===== config.mk =====
export PLATFORM = sky130hd
export DESIGN_NAME = rsbe_alu
export DESIGN_NICKNAME = d
export VERILOG_FILES = /design/src/design/rsbe_pkg.sv /design/src/design/rsbe_alu.sv
export SDC_FILE = /design/constraint.sdc
export NUM_CORES = 1
export LEC_CHECK = 0
export ABC_AREA = 1
export BUFFER_PORTS_ARGS = -buffer_cell sky130_fd_sc_hd__buf_4
export CORE_MARGIN = 1.5
export CORE_UTILIZATION = 65
export DETAILED_ROUTE_END_ITERATION = 8
export PLACE_DENSITY = 0.88
export SETUP_SLACK_MARGIN = 0.1
export SYNTH_ARGS = -nofsm -noshare
export SYNTH_HDL_FRONTEND = slang
export SYNTH_SLANG_ARGS = --single-unit

===== constraint.sdc =====
create_clock -name clk -period 7.1 [get_ports clk]
set_input_delay 0.71 -clock clk [delete_from_list [all_inputs] [get_ports clk]]
set_output_delay 0.71 -clock clk [all_outputs]
set_load 0.005 [all_outputs]

===== src/design/rsbe_pkg.sv =====
`timescale 1ns / 1ps
package rsbe_pkg;
	localparam int REGISTER_COUNT_DEF = 256;
	localparam int STACK_DEPTH_DEF    = 256;
	localparam int HEAP_DEPTH_DEF     = 256;
	localparam int PROGRAM_DEPTH_DEF  = 256;

	localparam logic [7:0] OP_BP    = 8'h02;
	localparam logic [7:0] OP_STORE = 8'h04;
	localparam logic [7:0] OP_LOAD  = 8'h05;
	localparam logic [7:0] OP_PUSH  = 8'h06;
	localparam logic [7:0] OP_POP   = 8'h07;
	localparam logic [7:0] OP_ADD   = 8'h10;
	localparam logic [7:0] OP_SUB   = 8'h11;
	localparam logic [7:0] OP_MUL   = 8'h12;
	localparam logic [7:0] OP_DIV   = 8'h13;
	localparam logic [7:0] OP_GT    = 8'h14;
	localparam logic [7:0] OP_GE    = 8'h15;
	localparam logic [7:0] OP_EQ    = 8'h16;
	localparam logic [7:0] OP_AND   = 8'h18;
	localparam logic [7:0] OP_OR    = 8'h19;
	localparam logic [7:0] OP_NOT   = 8'h1a;
	localparam logic [7:0] OP_SHL   = 8'h1c;
	localparam logic [7:0] OP_SHR   = 8'h1d;
	localparam logic [7:0] OP_ADDI  = 8'h20;
	localparam logic [7:0] OP_SUBI  = 8'h21;
	localparam logic [7:0] OP_MULI  = 8'h22;
	localparam logic [7:0] OP_DIVI  = 8'h23;
	localparam logic [7:0] OP_GOTO  = 8'h40;
	localparam logic [7:0] OP_EXIT  = 8'h41;
	localparam logic [7:0] OP_CALL  = 8'h42;
	localparam logic [7:0] OP_RET   = 8'h43;
	localparam logic [7:0] OP_IFGT  = 8'h44;
	localparam logic [7:0] OP_IFGE  = 8'h45;
	localparam logic [7:0] OP_IFEQ  = 8'h46;
	localparam logic [7:0] OP_SET   = 8'h51;
	localparam logic [7:0] OP_GET   = 8'h52;

	localparam logic [2:0] FLT_NONE  = 3'd0;
	localparam logic [2:0] FLT_DIV0  = 3'd1;
	localparam logic [2:0] FLT_OVFL  = 3'd2;
	localparam logic [2:0] FLT_UNDF  = 3'd3;
	localparam logic [2:0] FLT_HEAP  = 3'd4;
	localparam logic [2:0] FLT_FRAME = 3'd5;

	// shared unit function codes
	localparam logic [2:0] FN_ADD = 3'd0;
	localparam logic [2:0] FN_SUB = 3'd1;
	localparam logic [2:0] FN_MUL = 3'd2;
	localparam logic [2:0] FN_DIV = 3'd3;
	localparam logic [2:0] FN_SHL = 3'd4;
	localparam logic [2:0] FN_SHR = 3'd5;

	typedef struct packed {
		logic       start;
		logic [2:0] fn;
	} alu_cmd_t;

	typedef struct packed {
		logic busy;
		logic done;
	} alu_stat_t;
endpackage


===== src/design/rsbe_alu.sv =====
`timescale 1ns / 1ps
// Shared multi-cycle unit: add/sub in one step, multiply as 4 byte partial
// products, divide one quotient bit a cycle, shift one bit a cycle.
module rsbe_alu (
	input  logic                clk,
	input  logic                arst_n,
	input  rsbe_pkg::alu_cmd_t  cmd,
	input  logic [31:0]         x,
	input  logic [31:0]         y,
	output rsbe_pkg::alu_stat_t stat,
	output logic [31:0]         result
);
	logic [2:0]  fn_q;
	logic [5:0]  cnt_q;
	logic        busy_q;
	logic        done_q;
	logic [31:0] acc_q;
	logic [31:0] rem_q;
	logic [31:0] opy_q;
	logic [31:0] opx_q;
	logic [32:0] trial;
	logic [39:0] pp;

	assign trial = {rem_q, acc_q[31]} - {1'b0, opy_q};
	assign pp = opx_q * opy_q[7:0];

	always_ff @(posedge clk or negedge arst_n) begin
		if (!arst_n) begin
			busy_q <= 1'b0;
			done_q <= 1'b0;
			cnt_q  <= '0;
			fn_q   <= rsbe_pkg::FN_ADD;
		end else begin
			done_q <= 1'b0;
			if (cmd.start) begin
				fn_q   <= cmd.fn;
				opx_q  <= x;
				opy_q  <= y;
				rem_q  <= '0;
				busy_q <= 1'b1;
				unique case (cmd.fn)
					rsbe_pkg::FN_ADD: acc_q <= x + y;
					rsbe_pkg::FN_SUB: acc_q <= x - y;
					rsbe_pkg::FN_DIV: acc_q <= x;
					rsbe_pkg::FN_MUL: acc_q <= '0;
					default:          acc_q <= (y > 32'd31) ? 32'd0 : x;
				endcase
				unique case (cmd.fn)
					rsbe_pkg::FN_ADD, rsbe_pkg::FN_SUB: cnt_q <= 6'd0;
					rsbe_pkg::FN_MUL: cnt_q <= 6'd4;
					rsbe_pkg::FN_DIV: cnt_q <= 6'd32;
					default: cnt_q <= (y > 32'd31) ? 6'd0 : y[5:0];
				endcase
			end else if (busy_q) begin
				if (cnt_q == 6'd0) begin
					busy_q <= 1'b0;
					done_q <= 1'b1;
				end else begin
					cnt_q <= cnt_q - 6'd1;
					unique case (fn_q)
						rsbe_pkg::FN_MUL: begin
							acc_q <= acc_q + pp[31:0];
							opx_q <= {opx_q[23:0], 8'd0};
							opy_q <= {8'd0, opy_q[31:8]};
						end
						rsbe_pkg::FN_DIV: begin
							if (!trial[32]) begin
								rem_q <= trial[31:0];
								acc_q <= {acc_q[30:0], 1'b1};
							end else begin
								rem_q <= {rem_q[30:0], acc_q[31]};
								acc_q <= {acc_q[30:0], 1'b0};
							end
						end
						rsbe_pkg::FN_SHL: acc_q <= {acc_q[30:0], 1'b0};
						rsbe_pkg::FN_SHR: acc_q <= {1'b0, acc_q[31:1]};
						default: acc_q <= acc_q;
					endcase
				end
			end
		end
	end

	assign stat.busy = busy_q;
	assign stat.done = done_q;
	assign result = acc_q;
endmodule


== Word-level counts from Yosys, hierarchy flattened ==
Index checks and enable logic that the tools add are counted.
W data, S select, Z words.
Cells by class
  equal/unequal tests: 8
  $mul: 1
  reductions and logical operators: 9
  $add $sub $neg: 5
  muxes and demuxes: 30
  order comparisons: 1
Operator list (number)
  $mux W32: 16
  $pmux W32 S4: 2
  $add A32 B32 Y32: 2
  $sub A33 B32 Y33: 1
  $gt A32 B5 Y1 const B: 1
  $mul A32 B8 Y32: 1
  $sub A32 B32 Y32: 1
  $mux W6: 4
  $pmux W6 S3: 1
  $eq A3 B2 Y1 const B: 4
  $reduce_and A4 Y1: 2
  $mux W1: 7
  $eq A3 B3 Y1 const B: 2
  $logic_not A6 Y1: 1
  $sub A6 B1 Y6 const B: 1
  $reduce_bool A5 Y1: 1
  $reduce_bool A2 Y1: 2
  $eq A3 B1 Y1 const B: 1
  $logic_not A3 Y1: 1
  $ne A2 B2 Y1 const B: 1
  $reduce_and A2 Y1: 1
  $reduce_or A2 Y1: 1
Storage, ports and cells
  output and inout port bits: 34
  input bits: 70
  register bits after elaboration: 139
  logic and storage cells: 62

== Depth between registers and ports, before layout ==
Gate-level depths: netlist (run 1).
  depth in word-level cells: 6
  depth in mapped cells: 28

== Worst setup path after synthesis (run 1) ==
OpenSTA, ideal clock, no wires.
  kind: input -> register
  from: input cmd[3] in the netlist's numbering
  to: register opx_q[0] (enable)
  cell stages on the path: 4
  slack: 0.803 ns
  buffers on the path: 2
  data arrival time: 5.732 ns
  path through: clkbuf_1 buf_1 a31oi_1 nor3_1
Between the ends
  longest elaborated chain between the ends: 2
Ends and longest elaborated chain
  start: declaration: line rsbe_alu.sv:7  | input rsbe_pkg::alu_cmd_t cmd,
  $ne A2 B2 Y1 (no line) or $reduce_bool A2 Y1 (tied branches)
  $reduce_and A4 Y1 (no line) (*)
  end signal: assignment: line rsbe_alu.sv:63  | opx_q <= {opx_q[23:0], 8'd0};
  end: declaration: line rsbe_alu.sv:20  | logic [31:0] opx_q;
Mark *: on every way between the ends. The rest lies on a longest branch, timed or not.
A chain may end at the register's enable or synchronous reset.

== Final worst setup path (run 1) ==
  from: register opy_q[2]
  to: register acc_q[29] (netlist: result[29]) (data pin)
Between the ends
  longest elaborated chain between the ends: 6
Ends and longest elaborated chain
  start: declaration: line rsbe_alu.sv:19  | logic [31:0] opy_q;
  start signal: assignment: line rsbe_alu.sv:38  | opy_q <= y;
  start signal: assignment: line rsbe_alu.sv:64  | opy_q <= {8'd0, opy_q[31:8]};
  $mul A32 B8 Y32: line rsbe_alu.sv:25  | assign pp = opx_q * opy_q[7:0];
  $add A32 B32 Y32: line rsbe_alu.sv:62  | acc_q <= acc_q + pp[31:0];
  $pmux W32 S4: line rsbe_alu.sv:60  | unique case (fn_q)
  $mux W32: line rsbe_alu.sv:55  | if (cnt_q == 6'd0) begin
  $mux W32: line rsbe_alu.sv:54  | end else if (busy_q) begin
  $mux W32: line rsbe_alu.sv:35  | if (cmd.start) begin
  end signal: assignment: line rsbe_alu.sv:42  | rsbe_pkg::FN_ADD: acc_q <= x + y;
  end signal: assignment: line rsbe_alu.sv:43  | rsbe_pkg::FN_SUB: acc_q <= x - y;
  end signal: assignment: line rsbe_alu.sv:62
  end: declaration: line rsbe_alu.sv:17  | logic [31:0] acc_q;
No other way between the ends. The select of a mux whose other input is x is not followed.

==> results of run 1 <==
layout make-up:
type,count,area (um2)
Inverter,818,3070
Fill cell,2720,9390
Clock buffer,19,453
Multi-Input combinational cell,2234,13800
Timing Repair Buffer,120,901
Clock inverter,13,125
Tap cell,442,553
Sequential cell,139,4120
Antenna cell,6,15.0
cells in the mapped netlist, types with 11 or more instances:
| master | number | area [um2] |
|---|---|---|
| sky130_fd_sc_hd__a21oi_1 | 146 | 731 |
| sky130_fd_sc_hd__a31oi_1 | 12 | 75.1 |
| sky130_fd_sc_hd__buf_1 | 16 | 60.1 |
| sky130_fd_sc_hd__clkbuf_1 | 81 | 304 |
| sky130_fd_sc_hd__dfrtp_1 | 11 | 275 |
| sky130_fd_sc_hd__edfxtp_1 | 128 | 3840 |
| sky130_fd_sc_hd__fa_1 | 188 | 3760 |
| sky130_fd_sc_hd__ha_1 | 107 | 1340 |
| sky130_fd_sc_hd__inv_1 | 788 | 2960 |
| sky130_fd_sc_hd__inv_2 | 24 | 90.1 |
| sky130_fd_sc_hd__nand2_1 | 1056 | 3960 |
| sky130_fd_sc_hd__nand3_1 | 161 | 806 |
| sky130_fd_sc_hd__nand3b_1 | 13 | 97.6 |
| sky130_fd_sc_hd__nand4_1 | 24 | 150 |
| sky130_fd_sc_hd__nor2_1 | 212 | 796 |
| sky130_fd_sc_hd__nor3_1 | 28 | 140 |
| sky130_fd_sc_hd__o21ai_0 | 103 | 515 |
| sky130_fd_sc_hd__o21bai_1 | 17 | 128 |
| sky130_fd_sc_hd__o22ai_1 | 18 | 113 |
| sky130_fd_sc_hd__xnor2_1 | 16 | 140 |
| sky130_fd_sc_hd__xor2_1 | 39 | 342 |
placed cells by master (no fill, tap or decap), types with 17 or more instances in the layout:
cell type,instances
sky130_fd_sc_hd__a21oi_1,146
sky130_fd_sc_hd__nor2_1,211
sky130_fd_sc_hd__nor3_1,27
sky130_fd_sc_hd__ha_1,107
sky130_fd_sc_hd__xor2_1,39
sky130_fd_sc_hd__nand2_1,1056
sky130_fd_sc_hd__edfxtp_1,128
sky130_fd_sc_hd__o21bai_1,17
sky130_fd_sc_hd__inv_2,24
sky130_fd_sc_hd__o21ai_0,103
sky130_fd_sc_hd__nand4_1,24
sky130_fd_sc_hd__fa_1,188
sky130_fd_sc_hd__nand3_1,161
sky130_fd_sc_hd__o22ai_1,18
sky130_fd_sc_hd__inv_1,788
sky130_fd_sc_hd__buf_4,120
sky130_fd_sc_hd__clkbuf_16,17
registers in the layout, indices dropped and copies added, names as in the netlist:
signal and flops:
busy_q 1, cnt_q 6, done_q 1, fn_q 3, opx_q 32, opy_q 32, rem_q 32, result 32
cells by family after synthesis:
family | Yosys count | share of synthesized area
AO/OA/AOI/OAI | 352 | 0.0924
XOR/XNOR | 55 | 0.0225
adder cells (fa/ha/maj) | 295 | 0.238
buffers and inverters | 922 | 0.163
flip-flops | 139 | 0.192
AND/OR/NAND/NOR | 1532 | 0.292
final timing paths:
check	slack, ps	endpoint	start
max in group asynchronous	6380	cnt_q[5]	arst_n
min	280	done_q	arst_n
max	1490	result[29]	opy_q[2]
min reg2reg	570	cnt_q[1]	cnt_q[1]
max reg2reg	1490	result[29]	opy_q[2]
min in group clk	540	opy_q[25]	y[25]
metrics by stage:
stage	std cells	cell area [um2]	hold WS [ps]
4_1_cts	3785	23100	295
5_1_grt	3785	23100	311
3_3_place_gp	3753	22500	536
3_5_place_dp	3753	22500	551
2_1_floorplan	3295	21400	414
6_report	3791	23100	279
layer usage:
metal	up-vias	track usage	wire length, um
met5	-	0	10
met4	2	0.225	4190
met3	331	0.0998	9210
met2	1561	0.669	31100
met1	9860	0.549	26500
li1	10000	-	-
==> parameters.txt, run 1 <==
Parameter                              Value

Floorplan
  Initial standard-cell utilization of the core    0.660
  DIE HEIGHT    185 um
  Floorplan row count    66
  Die width    185 um
  Die Footprint    34100 um2
  Number of top-level pins    104
  Core box area    32500 um2

Clock network
  Total number of clock tree sinks    139
  Total of cells resized after clock tree synthesis    0
  CTS tree    yes
  Post-CTS Setup Inserts    0
  Clock slew seen by the registers of the worst setup and hold paths    70 ps
  TritonCTS Buffers    17
  Clock latency at the later pin of the worst-skew pair    440 ps
  CTS Hold Bufs    0
  Clk root buf    sky130_fd_sc_hd__clkbuf_16
  Max clock buf depth    2
  Maximum level of the CTS H-tree    4

Hold path
  Path class of the lowest-slack min-delay path    input port to asynchronous set/reset pin

Drt
  Total DRC errors in the routed layout    0
  Overall via count from detail_route    21800
  Router iterations before antenna repair    8
  Per-cell routed wire length    18.7 um
  Via-per-instance ratio    5.75
  Antenna-violating nets left    0
  Initial drt markers    2796
  Final wirelength    71100 um

Timing
  Unrepaired setup endpoints after global routing    false
  Worst max-slew margin expressed relative to the limit    0.197
  Final number of hold-violating endpoints    0
  Clock period minus final worst setup slack    5610 ps
  Clock skew after layout    14.0 ps
  Number of max-slew violations in the final report    0
  Setup violations, final    0
  Slew at the pin with the worst max-slew slack    1200 ps
  Highest clock rate    178 MHz
  Final setup slack of the worst path    1490 ps
  Sum of negative setup slack    0 ps
  Final clock period utilization by the worst path    0.791

Synthesis
  Cells after synthesis    3295
  Syn avg cell area    6.50 um2
  Synthesized cell area    21400 um2
  Total number of yosys warnings    0
  Fraction of the yosys area taken by sequential cells    0.192
  Synthesized flop and latch total    139
  Post-synth EDFFs    128
  Total nets after synthesis    3660
  Dominant register cell in the synthesized netlist    sky130_fd_sc_hd__edfxtp_1
  Fraction of synthesis flops using an asynchronous set or reset pin    0.0791
  Number of library cell types mapped by synthesis    57

Setup path
  Path depth of the worst reg2reg path    21
  Critical path startpoint category    flip-flop
  Maximum fanout count along the critical path    18
  Required time of the worst setup path    7300 ps
  Slowest Stage Delay on Critical Path    800 ps
  Most frequent cell on the critical path    sky130_fd_sc_hd__nand2_1
  Worst path arrival time    5810 ps
  Total stage count of the critical path    21
  Family of cells with the greatest summed delay on the critical path    adder cells
  Critical path's slowest cell    sky130_fd_sc_hd__edfxtp_1
  Worst path cell trace    buf_4 -> nand2_1 -> fa_1 -> fa_1 -> inv_1 -> fa_1 -> inv_1 -> fa_1 -> inv_1 -> ha_1 -> nand2_1 -> o211ai_1 -> nand2_1 -> nand2_1 -> nand2_1 -> nand3_1 -> nand2_1 -> nand3_1 -> nand2_1 -> nand2_1 -> inv_1
  Critical Setup Path Class    flip-flop to flip-flop
  Kind of end point of the critical path    flip-flop
  CP Buf/Inv Count    5

Global routing
  Number of antenna violations at the first check in global routing    2
  Sum of overflow across all layers after global routing    0
  Pin count of the biggest net entering global routing    80
  Global-route wire length before repair    111000 um
  GRT Total Usage    0.426
  Vias in the first global route    21100

Run
  # Max-Cap Violations    0

Placed design
  Total of buffers placed on input and output ports    103
  Worst Setup Slack post-DPL    1630 ps
  Placer congestion estimate    1.07
  DP Wirelength    56900 um

Finish
  Fraction of final layout cells sized beyond drive strength 1    0.0604
  Number of nets in the final layout    3695
  Growth of design area from synthesis to finish    7.66%
  Final Util    0.711

Status
  Status    finished clean
Power of run 1 is left out: the tool's default activity adds up to more than one toggle a clock period on the data nets, which glitch-free logic cannot reach.
==> run 2: changes to the inputs <==
--- a/config.mk
+++ b/config.mk
@@ -8,9 +8,9 @@
 export ABC_AREA = 1
 export BUFFER_PORTS_ARGS = -buffer_cell sky130_fd_sc_hd__buf_4
 export CORE_MARGIN = 1.5
-export CORE_UTILIZATION = 65
+export CORE_UTILIZATION = 58
 export DETAILED_ROUTE_END_ITERATION = 8
-export PLACE_DENSITY = 0.88
+export PLACE_DENSITY = 0.83
 export SETUP_SLACK_MARGIN = 0.1
 export SYNTH_ARGS = -nofsm -noshare
 export SYNTH_HDL_FRONTEND = slang
==> constraint.sdc (replaced) <==
create_clock -name clk -period 5.1 [get_ports clk]
set_input_delay 0.51 -clock clk [delete_from_list [all_inputs] [get_ports clk]]
set_output_delay 0.51 -clock clk [all_outputs]
set_load 0.005 [all_outputs]
==> run 2 against run 1 <==
Effect of this change:
- wire length decreased by 8.5%
- highest routed layer is now met4
- worst hold slack got worse by 190 ps
- non-clock buffer count up 41
==> parameters.txt, run 2 (synthesized netlist as in run 1, its figures left out) <==
Parameter                              Value

Status
  Status    finished clean

Hold path
  Path class of the lowest-slack min-delay path    input port to asynchronous set/reset pin

Timing
  Worst-case hold slack    90.8 ps (-189 ps)
  Unrepaired setup endpoints after global routing    true
  Sum of negative setup slack    0 ps (unchanged)
  Clock skew after layout    12.4 ps (-1.62 ps)
  Final setup slack of the worst path    285 ps (-1200 ps)
  Highest clock rate    208 MHz (+17%)
  Final number of hold-violating endpoints    0 (unchanged)
  Clock period minus final worst setup slack    4810 ps (-798 ps)
  Setup violations, final    0 (unchanged)
  Number of max-slew violations in the final report    0 (unchanged)
  Worst max-slew margin expressed relative to the limit    0.458 (+0.261)
  Slew at the pin with the worst max-slew slack    812 ps (-388 ps)
  Final clock period utilization by the worst path    0.944 (+0.153)

Floorplan
  Core box area    36500 um2 (+13%)
  Die width    195 um (+5.8%)
  Die Footprint    38100 um2 (+12%)
  Floorplan row count    70 (+6.1%)
  Initial standard-cell utilization of the core    0.587 (-0.0736)
  Number of top-level pins    104 (unchanged)
  DIE HEIGHT    195 um (+5.8%)

Run
  # Max-Cap Violations    0 (unchanged)

Setup path
  Worst path arrival time    5000 ps (-810 ps)
  Maximum fanout count along the critical path    34 (+16)
  Kind of end point of the critical path    flip-flop
  Critical path startpoint category    flip-flop
  Critical Setup Path Class    flip-flop to flip-flop
  Required time of the worst setup path    5280 ps (-2020 ps)

Global routing
  Most Crowded Layer GR    met2
  Vias in the first global route    19400 (-8.2%)
  Global-route wire length before repair    101000 um (-8.6%)
  Met1 layer usage reported by global route    0.458 (-0.0903)
  Met2 track utilization from global routing    0.524 (-0.144)
  GRT Total Usage    0.340 (-0.0866)
  Pin count of the biggest net entering global routing    88 (+10%)
  Number of antenna violations at the first check in global routing    0 (-2)
  Sum of overflow across all layers after global routing    0 (unchanged)
  Global-route met3 utilization    0.103 (+0.00333)

Clock network
  CTS tree    yes
  TritonCTS Buffers    17 (unchanged)
  Clock slew seen by the registers of the worst setup and hold paths    60 ps (about the same)
  Maximum level of the CTS H-tree    4 (unchanged)
  Clock latency at the later pin of the worst-skew pair    440 ps (about the same)
  Total number of clock tree sinks    139 (unchanged)
  Clk root buf    sky130_fd_sc_hd__clkbuf_16
  Max clock buf depth    2 (unchanged)

Finish
  Final antenna diode count    0 (-6)
  Number of nets in the final layout    3736 (+1.1%)
  Most used cells in the layout excluding fill and tap cells    sky130_fd_sc_hd__nand2_1 (1054), sky130_fd_sc_hd__inv_1 (788), sky130_fd_sc_hd__nor2_1 (207), sky130_fd_sc_hd__fa_1 (188), sky130_fd_sc_hd__nand3_1 (161)
  Area taken by multi-input logic gates    13900 um2 (+0.45%)
  Growth of design area from synthesis to finish    10.1%
  FF+latch area    4120 um2 (unchanged)
  Number of inserted filler cells in the final layout    3241 (+19%)
  Fin cells    3852 (+1.6%)
  Fraction of final layout cells sized beyond drive strength 1    0.0771 (+0.0167)
  Most common library cell in the layout ignoring fill and taps    sky130_fd_sc_hd__nand2_1

Drt
  Router iterations before antenna repair    8 (unchanged)
  Antenna-violating nets left    0 (unchanged)
  Overall via count from detail_route    20800 (-4.4%)
  Final wirelength    65000 um (-8.5%)
  Per-cell routed wire length    16.9 um (-10%)
  Via-per-instance ratio    5.40 (-6.0%)
  Initial drt markers    2547 (-8.9%)
  Total DRC errors in the routed layout    0 (unchanged)

Placed design
  Placer congestion estimate    1.07 (about the same)
  Cell count after placement    3793 (+1.1%)
  Worst Setup Slack post-DPL    267 ps (-1360 ps)
  Total of buffers placed on input and output ports    103 (unchanged)
  DP Wirelength    51800 um (-9.0%)
-- run 2: cell types whose count changed in the layout (fill, tap and decap cells not counted), moves of 4 or more --
cell,before,now
sky130_fd_sc_hd__clkinv_2,6,1
sky130_fd_sc_hd__clkinv_4,2,7
sky130_fd_sc_hd__buf_12,0,8
sky130_fd_sc_hd__o21ai_0,103,98
sky130_fd_sc_hd__o21ai_1,9,13
sky130_fd_sc_hd__diode_2,6,0
sky130_fd_sc_hd__buf_4,120,150
sky130_fd_sc_hd__nor2_1,211,207
sky130_fd_sc_hd__nor2_2,7,11
-- run 2: path summary, 6_finish.rpt --
path                          start  cells after the start  slack [ps]    endpoint
max in group asynchronous    arst_n                      1        4620     fn_q[2]
min in group clk              y[25]                      3         340   opy_q[25]
setup reg to reg           opy_q[0]                     18         290  result[16]
setup / recovery           opy_q[0]                     18         290  result[16]
hold reg to reg             fn_q[1]                      2         570     fn_q[1]
hold / removal               arst_n                      1          90    cnt_q[1]
-- run 2: what timing repair did --
action	in CTS	in global routing
hold buffers	0	0
buffers inserted	0	26
resized for setup	0	21
setup endpoints to repair	0	14
-- run 2: cell type report --
| type | instances | share of cell area |
|---|---|---|
| multi-input combinational | 2234 | 0.589 |
| sequential | 139 | 0.175 |
| inverter | 818 | 0.130 |
| timing repair buffer | 161 | 0.0561 |
| tap | 468 | 0.0248 |
| clock buffer | 19 | 0.0192 |
| clock inverter | 13 | 0.00573 |
-- run 2: metal layers --
layer	vias up	part of all wire
li1	10100	-
met3	147	0.13
met4	0	0.032
met5	-	0
met2	1137	0.44
met1	9422	0.40
-- run 2: critical path, cell delays in order (launching register included) --
cell and delay (ps):
sky130_fd_sc_hd__edfxtp_1 380, sky130_fd_sc_hd__buf_12 210, sky130_fd_sc_hd__nand2_1 120, sky130_fd_sc_hd__fa_1 520, sky130_fd_sc_hd__inv_1 60, sky130_fd_sc_hd__fa_1 500, sky130_fd_sc_hd__fa_1 550, sky130_fd_sc_hd__inv_1 50
sky130_fd_sc_hd__fa_1 470, sky130_fd_sc_hd__inv_1 40, sky130_fd_sc_hd__ha_1 350, sky130_fd_sc_hd__nand2_1 160, sky130_fd_sc_hd__nor2_2 190, sky130_fd_sc_hd__nand3_1 140, sky130_fd_sc_hd__o21ai_1 270, sky130_fd_sc_hd__and2_1 170
sky130_fd_sc_hd__o21ai_1 120, sky130_fd_sc_hd__a21oi_1 190, sky130_fd_sc_hd__nand2_1 70
-- run 2: per-stage QoR --
step / util / area [um2]
final: 0.646 / 23600
after global routing: 0.646 / 23600
after CTS: 0.638 / 23300
after detailed placement: 0.622 / 22700
after global placement: 0.622 / 22700
after floorplan: - / 21400
Power of run 2 is left out for the same reason.
